--- config.mk ---
export PLATFORM = sky130hd
export DESIGN_NAME = keystroke_interval_variance_check_top
export DESIGN_NICKNAME = d
export VERILOG_FILES = /design/src/rtl/kivc_pkg.sv /design/src/rtl/kivc_ram.sv /design/src/rtl/kivc_mul.sv /design/src/rtl/kivc_cfg.sv /design/src/rtl/keystroke_interval_variance_check_top.sv
export SDC_FILE = /design/constraint.sdc
export NUM_CORES = 2
export LEC_CHECK = 0
export BUFFER_PORTS_ARGS = -buffer_cell sky130_fd_sc_hd__clkbuf_2
export CORE_ASPECT_RATIO = 1.75
export CORE_UTILIZATION = 65
export CTS_CLUSTER_DIAMETER = 30
export CTS_CLUSTER_SIZE = 20
export DETAILED_ROUTE_END_ITERATION = 6
export HOLD_SLACK_MARGIN = 0.06
export PLACE_DENSITY_LB_ADDON = 0.1
export SLEW_MARGIN = 30
export SYNTH_ARGS = -nofsm -noshare
export SYNTH_HDL_FRONTEND = slang
export SYNTH_SLANG_ARGS = --single-unit
--- constraint.sdc ---
create_clock -name clk -period 17.8 [get_ports clk]
set_input_delay 3.56 -clock clk [delete_from_list [all_inputs] [get_ports clk]]
set_output_delay 3.56 -clock clk [all_outputs]
set_load 0.03 [all_outputs]
--- src/rtl/kivc_pkg.sv ---
// Shared constants, types and state codes for the keystroke interval variance check.
`default_nettype none

package kivc_pkg;

  // Window and field sizes
  localparam int WINDOW_DEPTH   = 16;
  localparam int SLOT_W         = $clog2(WINDOW_DEPTH);
  localparam int FILL_W         = $clog2(WINDOW_DEPTH + 1);
  localparam int INTERVAL_BITS  = 24;
  localparam int STAMP_W        = 32;
  localparam int SUM_W          = INTERVAL_BITS + SLOT_W;
  localparam int SQ_W           = 2 * INTERVAL_BITS + SLOT_W;
  localparam int LIMIT_W        = 24;
  localparam int OUTLIER_FACTOR = 20;
  localparam int OUTLIER_W      = INTERVAL_BITS + 5;

  // Configuration port
  localparam int APB_ADDR_W = 3;
  localparam int APB_DATA_W = 32;
  localparam logic REG_DEVIATION = 1'b0;
  localparam logic REG_MEAN      = 1'b1;

  // Result stream
  localparam int OUT_W = 8;

  // Serial multiplier sizes and step counts (one multiplier bit per step)
  localparam int MUL_A_W   = 64;
  localparam int MUL_B_W   = 32;
  localparam int STEP_W    = 6;
  localparam logic [STEP_W-1:0] STEPS_SQUARE = STEP_W'(INTERVAL_BITS);
  localparam logic [STEP_W-1:0] STEPS_FILL   = STEP_W'(FILL_W);
  localparam logic [STEP_W-1:0] STEPS_SUM    = STEP_W'(SUM_W);
  localparam logic [STEP_W-1:0] STEPS_DEV    = STEP_W'(LIMIT_W + FILL_W);

  // Request to the serial multiplier
  typedef struct packed {
    logic                 start;
    logic [STEP_W-1:0]    steps;
    logic [MUL_A_W-1:0]   mcand;
    logic [MUL_B_W-1:0]   mplier;
  } mul_req_t;

  // Sequencer states
  typedef enum logic [3:0] {
    ST_IDLE,
    ST_CHECK,
    ST_VSQ,
    ST_OSQ,
    ST_UPD,
    ST_START,
    ST_NQ,
    ST_SS,
    ST_ND,
    ST_DD,
    ST_NM,
    ST_DONE
  } state_t;

endpackage

`default_nettype wire

--- src/rtl/kivc_ram.sv ---
// Generic single-write, single-read RAM with registered read data.
`default_nettype none

module kivc_ram #(
  parameter int WIDTH = 8,
  parameter int DEPTH = 16
) (
  input  wire logic                     clk,
  input  wire logic                     we,
  input  wire logic [$clog2(DEPTH)-1:0] waddr,
  input  wire logic [WIDTH-1:0]         wdata,
  input  wire logic [$clog2(DEPTH)-1:0] raddr,
  output logic      [WIDTH-1:0]         rdata
);

  logic [WIDTH-1:0] mem [DEPTH];

  // Write port and registered read port
  always_ff @(posedge clk) begin
    if (we) begin
      mem[waddr] <= wdata;
    end
    rdata <= mem[raddr];
  end

endmodule

`default_nettype wire

--- src/rtl/kivc_mul.sv ---
// Bit-serial shift-add multiplier, one multiplier bit per cycle.
`default_nettype none

module kivc_mul (
  input  wire logic                      clk,
  input  wire logic                      rst,
  input  wire kivc_pkg::mul_req_t        req,
  output logic [kivc_pkg::MUL_A_W-1:0]   prod,
  output logic                           done
);

  logic [kivc_pkg::MUL_A_W-1:0] acc;
  logic [kivc_pkg::MUL_A_W-1:0] mcand;
  logic [kivc_pkg::MUL_B_W-1:0] mplier;
  logic [kivc_pkg::STEP_W-1:0]  count;
  logic                         busy;

  // Control: step counter, busy and done pulse
  always_ff @(posedge clk) begin
    if (rst) begin
      busy  <= 1'b0;
      done  <= 1'b0;
      count <= '0;
    end else begin
      done <= 1'b0;
      if (req.start) begin
        busy  <= 1'b1;
        count <= req.steps;
      end else if (busy) begin
        count <= count - 1'b1;
        if (count == kivc_pkg::STEP_W'(1)) begin
          busy <= 1'b0;
          done <= 1'b1;
        end
      end
    end
  end

  // Datapath: add the shifted multiplicand when the low multiplier bit is set
  always_ff @(posedge clk) begin
    if (req.start) begin
      acc    <= '0;
      mcand  <= req.mcand;
      mplier <= req.mplier;
    end else if (busy) begin
      if (mplier[0]) begin
        acc <= acc + mcand;
      end
      mcand  <= mcand << 1;
      mplier <= mplier >> 1;
    end
  end

  assign prod = acc;

endmodule

`default_nettype wire

--- src/rtl/kivc_cfg.sv ---
// APB register file holding the deviation and mean limits.
`default_nettype none

module kivc_cfg (
  input  wire logic                             clk,
  input  wire logic                             rst,
  input  wire logic                             psel,
  input  wire logic                             penable,
  input  wire logic                             pwrite,
  input  wire logic [kivc_pkg::APB_ADDR_W-1:0]  paddr,
  input  wire logic [kivc_pkg::APB_DATA_W-1:0]  pwdata,
  output logic      [kivc_pkg::APB_DATA_W-1:0]  prdata,
  output logic                                  pready,
  output logic      [kivc_pkg::LIMIT_W-1:0]     deviation_limit,
  output logic      [kivc_pkg::LIMIT_W-1:0]     mean_limit
);

  logic reg_index;
  logic wr_en;

  assign pready    = 1'b1;
  assign reg_index = paddr[2];
  assign wr_en     = psel && penable && pwrite && pready;

  // Write the addressed register on the access cycle
  always_ff @(posedge clk) begin
    if (rst) begin
      deviation_limit <= '0;
      mean_limit      <= '0;
    end else if (wr_en) begin
      case (reg_index)
        kivc_pkg::REG_DEVIATION: deviation_limit <= pwdata[kivc_pkg::LIMIT_W-1:0];
        kivc_pkg::REG_MEAN:      mean_limit      <= pwdata[kivc_pkg::LIMIT_W-1:0];
        default: ;
      endcase
    end
  end

  // Return the addressed register
  always_comb begin
    case (reg_index)
      kivc_pkg::REG_DEVIATION: prdata = kivc_pkg::APB_DATA_W'(deviation_limit);
      kivc_pkg::REG_MEAN:      prdata = kivc_pkg::APB_DATA_W'(mean_limit);
      default:                 prdata = '0;
    endcase
  end

endmodule

`default_nettype wire

--- src/rtl/keystroke_interval_variance_check_top.sv ---
// A first event skips the arithmetic; other events take a path that depends on whether
// the outlier is dropped, the window is not yet full or the window is full.
// Throughput: one item at a time; the next transfer is taken the cycle after the
// result loads the output register. The shared bit-serial multiplier retires one
// multiplier bit per cycle.
// Reset: synchronous, clears the stamp, window fill, sums, outlier flag and limits.
`default_nettype none

module keystroke_interval_variance_check_top (
  input  wire logic                             clk,
  input  wire logic                             rst,
  // Input stream
  input  wire logic                             s_tvalid,
  output logic                                  s_tready,
  input  wire logic [kivc_pkg::STAMP_W-1:0]     s_tdata,   // [31:0] timestamp
  // Result stream
  output logic                                  m_tvalid,
  input  wire logic                             m_tready,
  output logic      [kivc_pkg::OUT_W-1:0]       m_tdata,   // [0] looks_normal, [5:1] window_fill
  // Configuration port
  input  wire logic                             psel,
  input  wire logic                             penable,
  input  wire logic                             pwrite,
  input  wire logic [kivc_pkg::APB_ADDR_W-1:0]  paddr,
  input  wire logic [kivc_pkg::APB_DATA_W-1:0]  pwdata,
  output logic      [kivc_pkg::APB_DATA_W-1:0]  prdata,
  output logic                                  pready
);

  localparam int IB = kivc_pkg::INTERVAL_BITS;

  kivc_pkg::state_t state, state_next;

  logic [kivc_pkg::STAMP_W-1:0]     prev_stamp;
  logic [kivc_pkg::FILL_W-1:0]      fill;
  logic [kivc_pkg::SLOT_W-1:0]      oldest;
  logic [kivc_pkg::SUM_W-1:0]       isum;
  logic [kivc_pkg::SQ_W-1:0]        qsum;
  logic                             outlier_used;
  logic [IB-1:0]                    interval;
  logic [2*IB-1:0]                  vsq;
  logic [2*IB-1:0]                  osq;
  logic [kivc_pkg::MUL_A_W-1:0]     spread;
  logic [kivc_pkg::MUL_A_W-1:0]     lim;
  logic                             res_normal;

  logic [kivc_pkg::LIMIT_W-1:0]     deviation_limit;
  logic [kivc_pkg::LIMIT_W-1:0]     mean_limit;

  logic [IB-1:0]                    ram_rdata;
  logic [kivc_pkg::SLOT_W-1:0]      ram_raddr;
  logic                             ram_we;
  logic [kivc_pkg::SLOT_W-1:0]      wr_slot;

  kivc_pkg::mul_req_t               mul_req;
  logic [kivc_pkg::MUL_A_W-1:0]     mul_prod;
  logic                             mul_done;

  logic [kivc_pkg::STAMP_W-1:0]     gap;
  logic [IB-1:0]                    gap_sat;
  logic [kivc_pkg::SLOT_W:0]        newest_sum;
  logic [kivc_pkg::SLOT_W:0]        tail_sum;
  logic [kivc_pkg::SLOT_W-1:0]      newest_slot;
  logic [kivc_pkg::SLOT_W-1:0]      tail_slot;
  logic                             full;
  logic [kivc_pkg::OUTLIER_W-1:0]   outlier_bound;
  logic                             outlier_hit;
  logic                             accept;
  logic                             out_free;

  // Configuration registers
  kivc_cfg u_cfg (
    .clk             (clk),
    .rst             (rst),
    .psel            (psel),
    .penable         (penable),
    .pwrite          (pwrite),
    .paddr           (paddr),
    .pwdata          (pwdata),
    .prdata          (prdata),
    .pready          (pready),
    .deviation_limit (deviation_limit),
    .mean_limit      (mean_limit)
  );

  // Interval window storage
  kivc_ram #(
    .WIDTH (IB),
    .DEPTH (kivc_pkg::WINDOW_DEPTH)
  ) u_window (
    .clk   (clk),
    .we    (ram_we),
    .waddr (wr_slot),
    .wdata (interval),
    .raddr (ram_raddr),
    .rdata (ram_rdata)
  );

  // Shared serial multiplier
  kivc_mul u_mul (
    .clk  (clk),
    .rst  (rst),
    .req  (mul_req),
    .prod (mul_prod),
    .done (mul_done)
  );

  // Interval since the previous stamp, saturated
  assign gap     = s_tdata - prev_stamp;
  assign gap_sat = (|gap[kivc_pkg::STAMP_W-1:IB]) ? {IB{1'b1}} : gap[IB-1:0];

  // Slot arithmetic around the ring
  assign newest_sum  = {1'b0, oldest} + fill - 1'b1;
  assign tail_sum    = {1'b0, oldest} + fill;
  assign newest_slot = (newest_sum >= (kivc_pkg::SLOT_W+1)'(kivc_pkg::WINDOW_DEPTH))
                     ? kivc_pkg::SLOT_W'(newest_sum - kivc_pkg::WINDOW_DEPTH)
                     : newest_sum[kivc_pkg::SLOT_W-1:0];
  assign tail_slot   = (tail_sum >= (kivc_pkg::SLOT_W+1)'(kivc_pkg::WINDOW_DEPTH))
                     ? kivc_pkg::SLOT_W'(tail_sum - kivc_pkg::WINDOW_DEPTH)
                     : tail_sum[kivc_pkg::SLOT_W-1:0];
  assign full        = (fill == kivc_pkg::FILL_W'(kivc_pkg::WINDOW_DEPTH));
  assign wr_slot     = full ? oldest : tail_slot;

  // Outlier test against the newest held interval
  assign outlier_bound = kivc_pkg::OUTLIER_W'(ram_rdata)
                       * kivc_pkg::OUTLIER_W'(kivc_pkg::OUTLIER_FACTOR);
  assign outlier_hit   = !outlier_used && (fill != '0)
                       && (kivc_pkg::OUTLIER_W'(interval) > outlier_bound);

  assign accept   = s_tvalid && s_tready;
  assign out_free = !m_tvalid || m_tready;

  // Next state
  always_comb begin
    state_next = state;
    case (state)
      kivc_pkg::ST_IDLE: begin
        if (accept) begin
          state_next = (prev_stamp == '0) ? kivc_pkg::ST_DONE : kivc_pkg::ST_CHECK;
        end
      end
      kivc_pkg::ST_CHECK: begin
        state_next = outlier_hit ? kivc_pkg::ST_START : kivc_pkg::ST_VSQ;
      end
      kivc_pkg::ST_VSQ: begin
        if (mul_done) begin
          state_next = full ? kivc_pkg::ST_OSQ : kivc_pkg::ST_UPD;
        end
      end
      kivc_pkg::ST_OSQ:   if (mul_done) state_next = kivc_pkg::ST_UPD;
      kivc_pkg::ST_UPD:   state_next = kivc_pkg::ST_START;
      kivc_pkg::ST_START: state_next = kivc_pkg::ST_NQ;
      kivc_pkg::ST_NQ:    if (mul_done) state_next = kivc_pkg::ST_SS;
      kivc_pkg::ST_SS:    if (mul_done) state_next = kivc_pkg::ST_ND;
      kivc_pkg::ST_ND:    if (mul_done) state_next = kivc_pkg::ST_DD;
      kivc_pkg::ST_DD:    if (mul_done) state_next = kivc_pkg::ST_NM;
      kivc_pkg::ST_NM:    if (mul_done) state_next = kivc_pkg::ST_DONE;
      kivc_pkg::ST_DONE:  if (out_free) state_next = kivc_pkg::ST_IDLE;
      default:            state_next = kivc_pkg::ST_IDLE;
    endcase
  end

  // Outputs: handshake, RAM port and multiplier requests
  always_comb begin
    s_tready  = (state == kivc_pkg::ST_IDLE);
    ram_raddr = (state == kivc_pkg::ST_IDLE) ? newest_slot : oldest;
    ram_we    = (state == kivc_pkg::ST_UPD);
    mul_req   = '0;
    case (state)
      kivc_pkg::ST_CHECK: begin
        if (!outlier_hit) begin
          mul_req.start  = 1'b1;
          mul_req.steps  = kivc_pkg::STEPS_SQUARE;
          mul_req.mcand  = kivc_pkg::MUL_A_W'(interval);
          mul_req.mplier = kivc_pkg::MUL_B_W'(interval);
        end
      end
      kivc_pkg::ST_VSQ: begin
        if (mul_done && full) begin
          mul_req.start  = 1'b1;
          mul_req.steps  = kivc_pkg::STEPS_SQUARE;
          mul_req.mcand  = kivc_pkg::MUL_A_W'(ram_rdata);
          mul_req.mplier = kivc_pkg::MUL_B_W'(ram_rdata);
        end
      end
      kivc_pkg::ST_START: begin
        mul_req.start  = 1'b1;
        mul_req.steps  = kivc_pkg::STEPS_FILL;
        mul_req.mcand  = kivc_pkg::MUL_A_W'(qsum);
        mul_req.mplier = kivc_pkg::MUL_B_W'(fill);
      end
      kivc_pkg::ST_NQ: begin
        if (mul_done) begin
          mul_req.start  = 1'b1;
          mul_req.steps  = kivc_pkg::STEPS_SUM;
          mul_req.mcand  = kivc_pkg::MUL_A_W'(isum);
          mul_req.mplier = kivc_pkg::MUL_B_W'(isum);
        end
      end
      kivc_pkg::ST_SS: begin
        if (mul_done) begin
          mul_req.start  = 1'b1;
          mul_req.steps  = kivc_pkg::STEPS_FILL;
          mul_req.mcand  = kivc_pkg::MUL_A_W'(deviation_limit);
          mul_req.mplier = kivc_pkg::MUL_B_W'(fill);
        end
      end
      kivc_pkg::ST_ND: begin
        if (mul_done) begin
          mul_req.start  = 1'b1;
          mul_req.steps  = kivc_pkg::STEPS_DEV;
          mul_req.mcand  = mul_prod;
          mul_req.mplier = mul_prod[kivc_pkg::MUL_B_W-1:0];
        end
      end
      kivc_pkg::ST_DD: begin
        if (mul_done) begin
          mul_req.start  = 1'b1;
          mul_req.steps  = kivc_pkg::STEPS_FILL;
          mul_req.mcand  = kivc_pkg::MUL_A_W'(mean_limit);
          mul_req.mplier = kivc_pkg::MUL_B_W'(fill);
        end
      end
      default: ;
    endcase
  end

  // State register and window control
  always_ff @(posedge clk) begin
    if (rst) begin
      state        <= kivc_pkg::ST_IDLE;
      prev_stamp   <= '0;
      fill         <= '0;
      oldest       <= '0;
      isum         <= '0;
      qsum         <= '0;
      outlier_used <= 1'b0;
      m_tvalid     <= 1'b0;
    end else begin
      state <= state_next;
      if (accept) begin
        prev_stamp <= s_tdata;
      end
      if (state == kivc_pkg::ST_CHECK && outlier_hit) begin
        outlier_used <= 1'b1;
      end
      // Commit the new interval: drop the oldest when the window is full
      if (state == kivc_pkg::ST_UPD) begin
        isum <= isum + kivc_pkg::SUM_W'(interval)
              - (full ? kivc_pkg::SUM_W'(ram_rdata) : '0);
        qsum <= qsum + kivc_pkg::SQ_W'(vsq) - kivc_pkg::SQ_W'(osq);
        if (full) begin
          oldest <= (oldest == kivc_pkg::SLOT_W'(kivc_pkg::WINDOW_DEPTH - 1))
                  ? '0 : oldest + 1'b1;
        end else begin
          fill <= fill + 1'b1;
        end
      end
      // Hold the result until the output register frees up
      if (state == kivc_pkg::ST_DONE && out_free) begin
        m_tvalid <= 1'b1;
      end else if (m_tready) begin
        m_tvalid <= 1'b0;
      end
    end
  end

  // Datapath registers: interval, partial products and verdict
  always_ff @(posedge clk) begin
    if (accept) begin
      interval <= gap_sat;
      if (prev_stamp == '0) begin
        res_normal <= 1'b1;
      end
    end
    if (state == kivc_pkg::ST_VSQ && mul_done) begin
      vsq <= mul_prod[2*IB-1:0];
      osq <= '0;
    end
    if (state == kivc_pkg::ST_OSQ && mul_done) begin
      osq <= mul_prod[2*IB-1:0];
    end
    if (state == kivc_pkg::ST_NQ && mul_done) begin
      spread <= mul_prod;
    end
    if (state == kivc_pkg::ST_SS && mul_done) begin
      spread <= spread - mul_prod;
    end
    if (state == kivc_pkg::ST_DD && mul_done) begin
      lim <= mul_prod;
    end
    if (state == kivc_pkg::ST_NM && mul_done) begin
      res_normal <= (fill < kivc_pkg::FILL_W'(2)) || (qsum == '0) || (spread > lim)
                  || (kivc_pkg::MUL_A_W'(isum) > mul_prod);
    end
    if (state == kivc_pkg::ST_DONE && out_free) begin
      m_tdata <= kivc_pkg::OUT_W'({fill, res_normal});
    end
  end

endmodule

`default_nettype wire

==> flow_metrics.env <==
export IMPL_status="complete, but fails checks"
export IMPL_violations="design-rule violations"
export IMPL_cts_resized=0
export IMPL_yosysWarningCount=0
export IMPL_p_sw_w=0.004778
export IMPL_placed_area_um2=59700
export IMPL_drv_cap=0
export IMPL_seqPwrFrac=0.286
export IMPL_cts_buffers=148
export IMPL_place_hpwl_um=124300
export IMPL_multi_input_area_um2=27440
export IMPL_hold_viol_final=0
export IMPL_first_pass_iters=7
export IMPL_synth_edf_count=735
export IMPL_die_area_um2=90260
export IMPL_clkTransAtPathRegs_ps=60
export IMPL_period_needed_ps=8345
export IMPL_seq_area_um2=27500
export IMPL_yosys_cell_types_count=91
export IMPL_num_rows=144
export IMPL_dr_total_vias=44380
export IMPL_crit_type="in2out"
export IMPL_p_clk_frac=0.258
export IMPL_synthMuxAreaShare=0.05209
export IMPL_gp_congestion=1.021
export IMPL_drive_above_1_share=0.1161
export IMPL_fmax_ghz=0.1198
export IMPL_dieHeight_um=396.7
export IMPL_worstMarginPinSlew_ps=1081
export IMPL_synth_area_leaders="edfxtp_1, dfxtp_1, ha_1, mux4_2, a21oi_1"
export IMPL_clock_latency_ps=790
export IMPL_wirelength_um=176100
export IMPL_grt_pass1_vias=45370
export IMPL_overflow=0
export IMPL_fin_util=0.7369
export IMPL_fill_cells=6261
export IMPL_grt_max_degree=108
export IMPL_htreeDepth=4
export IMPL_synth_area_um2=57860
export IMPL_synth_simple_area_share=0.1133
export IMPL_pin_count=117
export IMPL_crit_required_ps=14240
export IMPL_setup_worst_path_end_class="primary output"
export IMPL_synthXorXnorAreaFrac=0.03542
export IMPL_post_route_period_util=0.4688
export IMPL_hp_class="reg2reg"
export IMPL_synth_compound_area_share=0.1550
export IMPL_cts_sinks=1006
export IMPL_vias_per_cell=6.450
export IMPL_die_w_um=227.5
export IMPL_postRouteAntennaNets=0
export IMPL_async_reset_ff_frac=0
export IMPL_finClkSkew_ps=44.94
export IMPL_clockRootBuffer="clkbuf_16"
export IMPL_final_area_um2=64920
export IMPL_grt_pass1_wl_um=263300
export IMPL_synth_seq_area_share=0.4752
export IMPL_cts_setup_buffers=0
export IMPL_synth_top_family_by_area="compound AO/OA/AOI/OAI gates"
export IMPL_syn2layout_area_growth_pct=12.20
export IMPL_finalPower_w=0.01175
export IMPL_core_area_um2=88100
export IMPL_synth_top_cell_area_share=0.3814
export IMPL_tns_ps=0
export IMPL_comb_power_share=0.456
export IMPL_cts_tree="built"
export IMPL_syn_avg_cell_area_um2=10.54
export IMPL_whs_ps=470.0
export IMPL_cts_hold_buf=0
export IMPL_leakagePower_nw=25.85
export IMPL_synthTopCellsByCount="edfxtp_1, inv_1, nand2_1"
export IMPL_antenna_found_initial=5
export IMPL_power_density_nw_per_um2=181.0
export IMPL_rsz0062_at_grt="no"
export IMPL_crit_fanout=27
export IMPL_maxSlewViolCount=0
export IMPL_wl_per_cell_um=25.59
export IMPL_synth_adder_area_share=0.1144
export IMPL_cts_max_path_buffers=3
export IMPL_nNetsFinal=6139
export IMPL_synth_flop_cell="edfxtp_1"
export IMPL_grt_usage=0.3989
export IMPL_vdd_ir_drop_max_mv=0.2233
export IMPL_initial_utilization=0.6567
export IMPL_start_kind="input port"
export IMPL_synth_seq_cells=1006
export IMPL_finalSetupViolations=0
export IMPL_syn_instance_count=5488
export IMPL_arrival_ps=4780
export IMPL_drt_first_iter_violations=3503
export IMPL_synth_most_common_cell="edfxtp_1"
export IMPL_port_buffers=95
export IMPL_power_internal_w=0.006974
export IMPL_maxSlewHeadroom=0.2796
export IMPL_p_sw_frac=0.4066
export IMPL_route_detailed_drc=5
export IMPL_synth_largest_area_cell="edfxtp_1"
==> sequential cells by signal, indices dropped and copies added (netlist names), 24 cells and up <==
name	count
interval	24
isum	28
lim	64
osq	48
prev_stamp	32
qsum	52
spread	64
u_cfg.deviation_limit	24
u_cfg.mean_limit	24
u_mul.mcand	64
u_mul.mplier	32
u_mul.prod	64
u_window.mem	384
u_window.rdata	24
vsq	48
==> critical path: stages <==
cell and delay, ps:
clkbuf_2 570, mux2_2 450, clkbuf_2 190
==> per-stage QoR <==
step	instances	setup WS [ps]
floorplan	5497	9600
global placement	6597	9494
detailed placement	6599	9482
CTS	6877	9486
global route	6878	9430
finish	6881	9455
==> per-layer routing <==
metal  track usage  vias up  share of wire
met5             0        -        0.00024
met4        0.4144        6           0.12
met3       0.07608      868          0.064
met2        0.7018     1977           0.51
met1        0.3683    21410           0.30
li1              -    20130              -
==> area by class of cell <==
type                    count  area share
flip-flops and latches   1006      0.4235
well taps                1168     0.02251
clock buffers             182     0.06123
inverters                 569     0.03290
clock inverters            96     0.01881
multi-input cells        3672      0.4227
repair buffers            185     0.01821
diodes                      3   0.0001156
==> power by group through the flow <==
| stage | sequential [W] | clock, W | combinational [W] |
|---|---|---|---|
| 2_1_floorplan | 0.00320 | 0 | 0.00390 |
| 3_3_place_gp | 0.00338 | 0 | 0.00513 |
| 3_5_place_dp | 0.00339 | 0 | 0.00523 |
| 4_1_cts | 0.00334 | 0.00305 | 0.00528 |
| 5_1_grt | 0.00338 | 0.00314 | 0.00584 |
| 6_report | 0.00337 | 0.00303 | 0.00536 |
==> cells in the final DEF, fill, tap and decap left out, types with 14 or more instances in the layout <==
cell type and n:
clkbuf_16 151, nand4_1 86, nand2_1 563, mux4_2 120, nand3_1 74, or3_1 18, nor4_1 36, mux2_2 25
a222oi_1 70, a22o_1 35, clkbuf_2 94, and2_1 89, inv_1 567, nor2b_1 61, o31ai_1 16, a211oi_1 33
fa_1 77, xnor2_1 125, and3_1 35, o21bai_1 39, o21a_1 35, a31oi_1 38, ha_1 406, inv_6 21
nor2_2 19, buf_4 84, clkbuf_1 23, xor2_1 108, a21o_1 169, o21ai_0 249, o22ai_1 26, o21ai_1 14
o211ai_1 16, nor2_1 241, nor3_1 41, nand2b_1 66, a21oi_1 531, edfxtp_1 735, dfxtp_1 271
==> path summary, 6_finish.rpt <==
| kind | startpoint | endpoint | slack (ps) | depth (start not counted) |
|---|---|---|---|---|
| setup / recovery | paddr[2] | prdata[17] | 9460 | 3 |
| hold / removal | prev_stamp[25] | prev_stamp[25] | 470 | 2 |
| setup reg to reg | u_window.rdata[4] | u_mul.mplier[2] | 10770 | 24 |
| hold reg to reg | prev_stamp[25] | prev_stamp[25] | 470 | 2 |
==> kinds of logic after synthesis <==
| family | Yosys count |
|---|---|
| other | 2 |
| DFF | 1006 |
| xor gates and xnor gates | 234 |
| muxes | 148 |
| and+or+nand+nor | 1390 |
| buffers and inverters | 819 |
| adders and majority gates | 483 |
| AOI/OAI and AO/OA | 1406 |
Note: power is estimated with default switching activity, not from simulation.
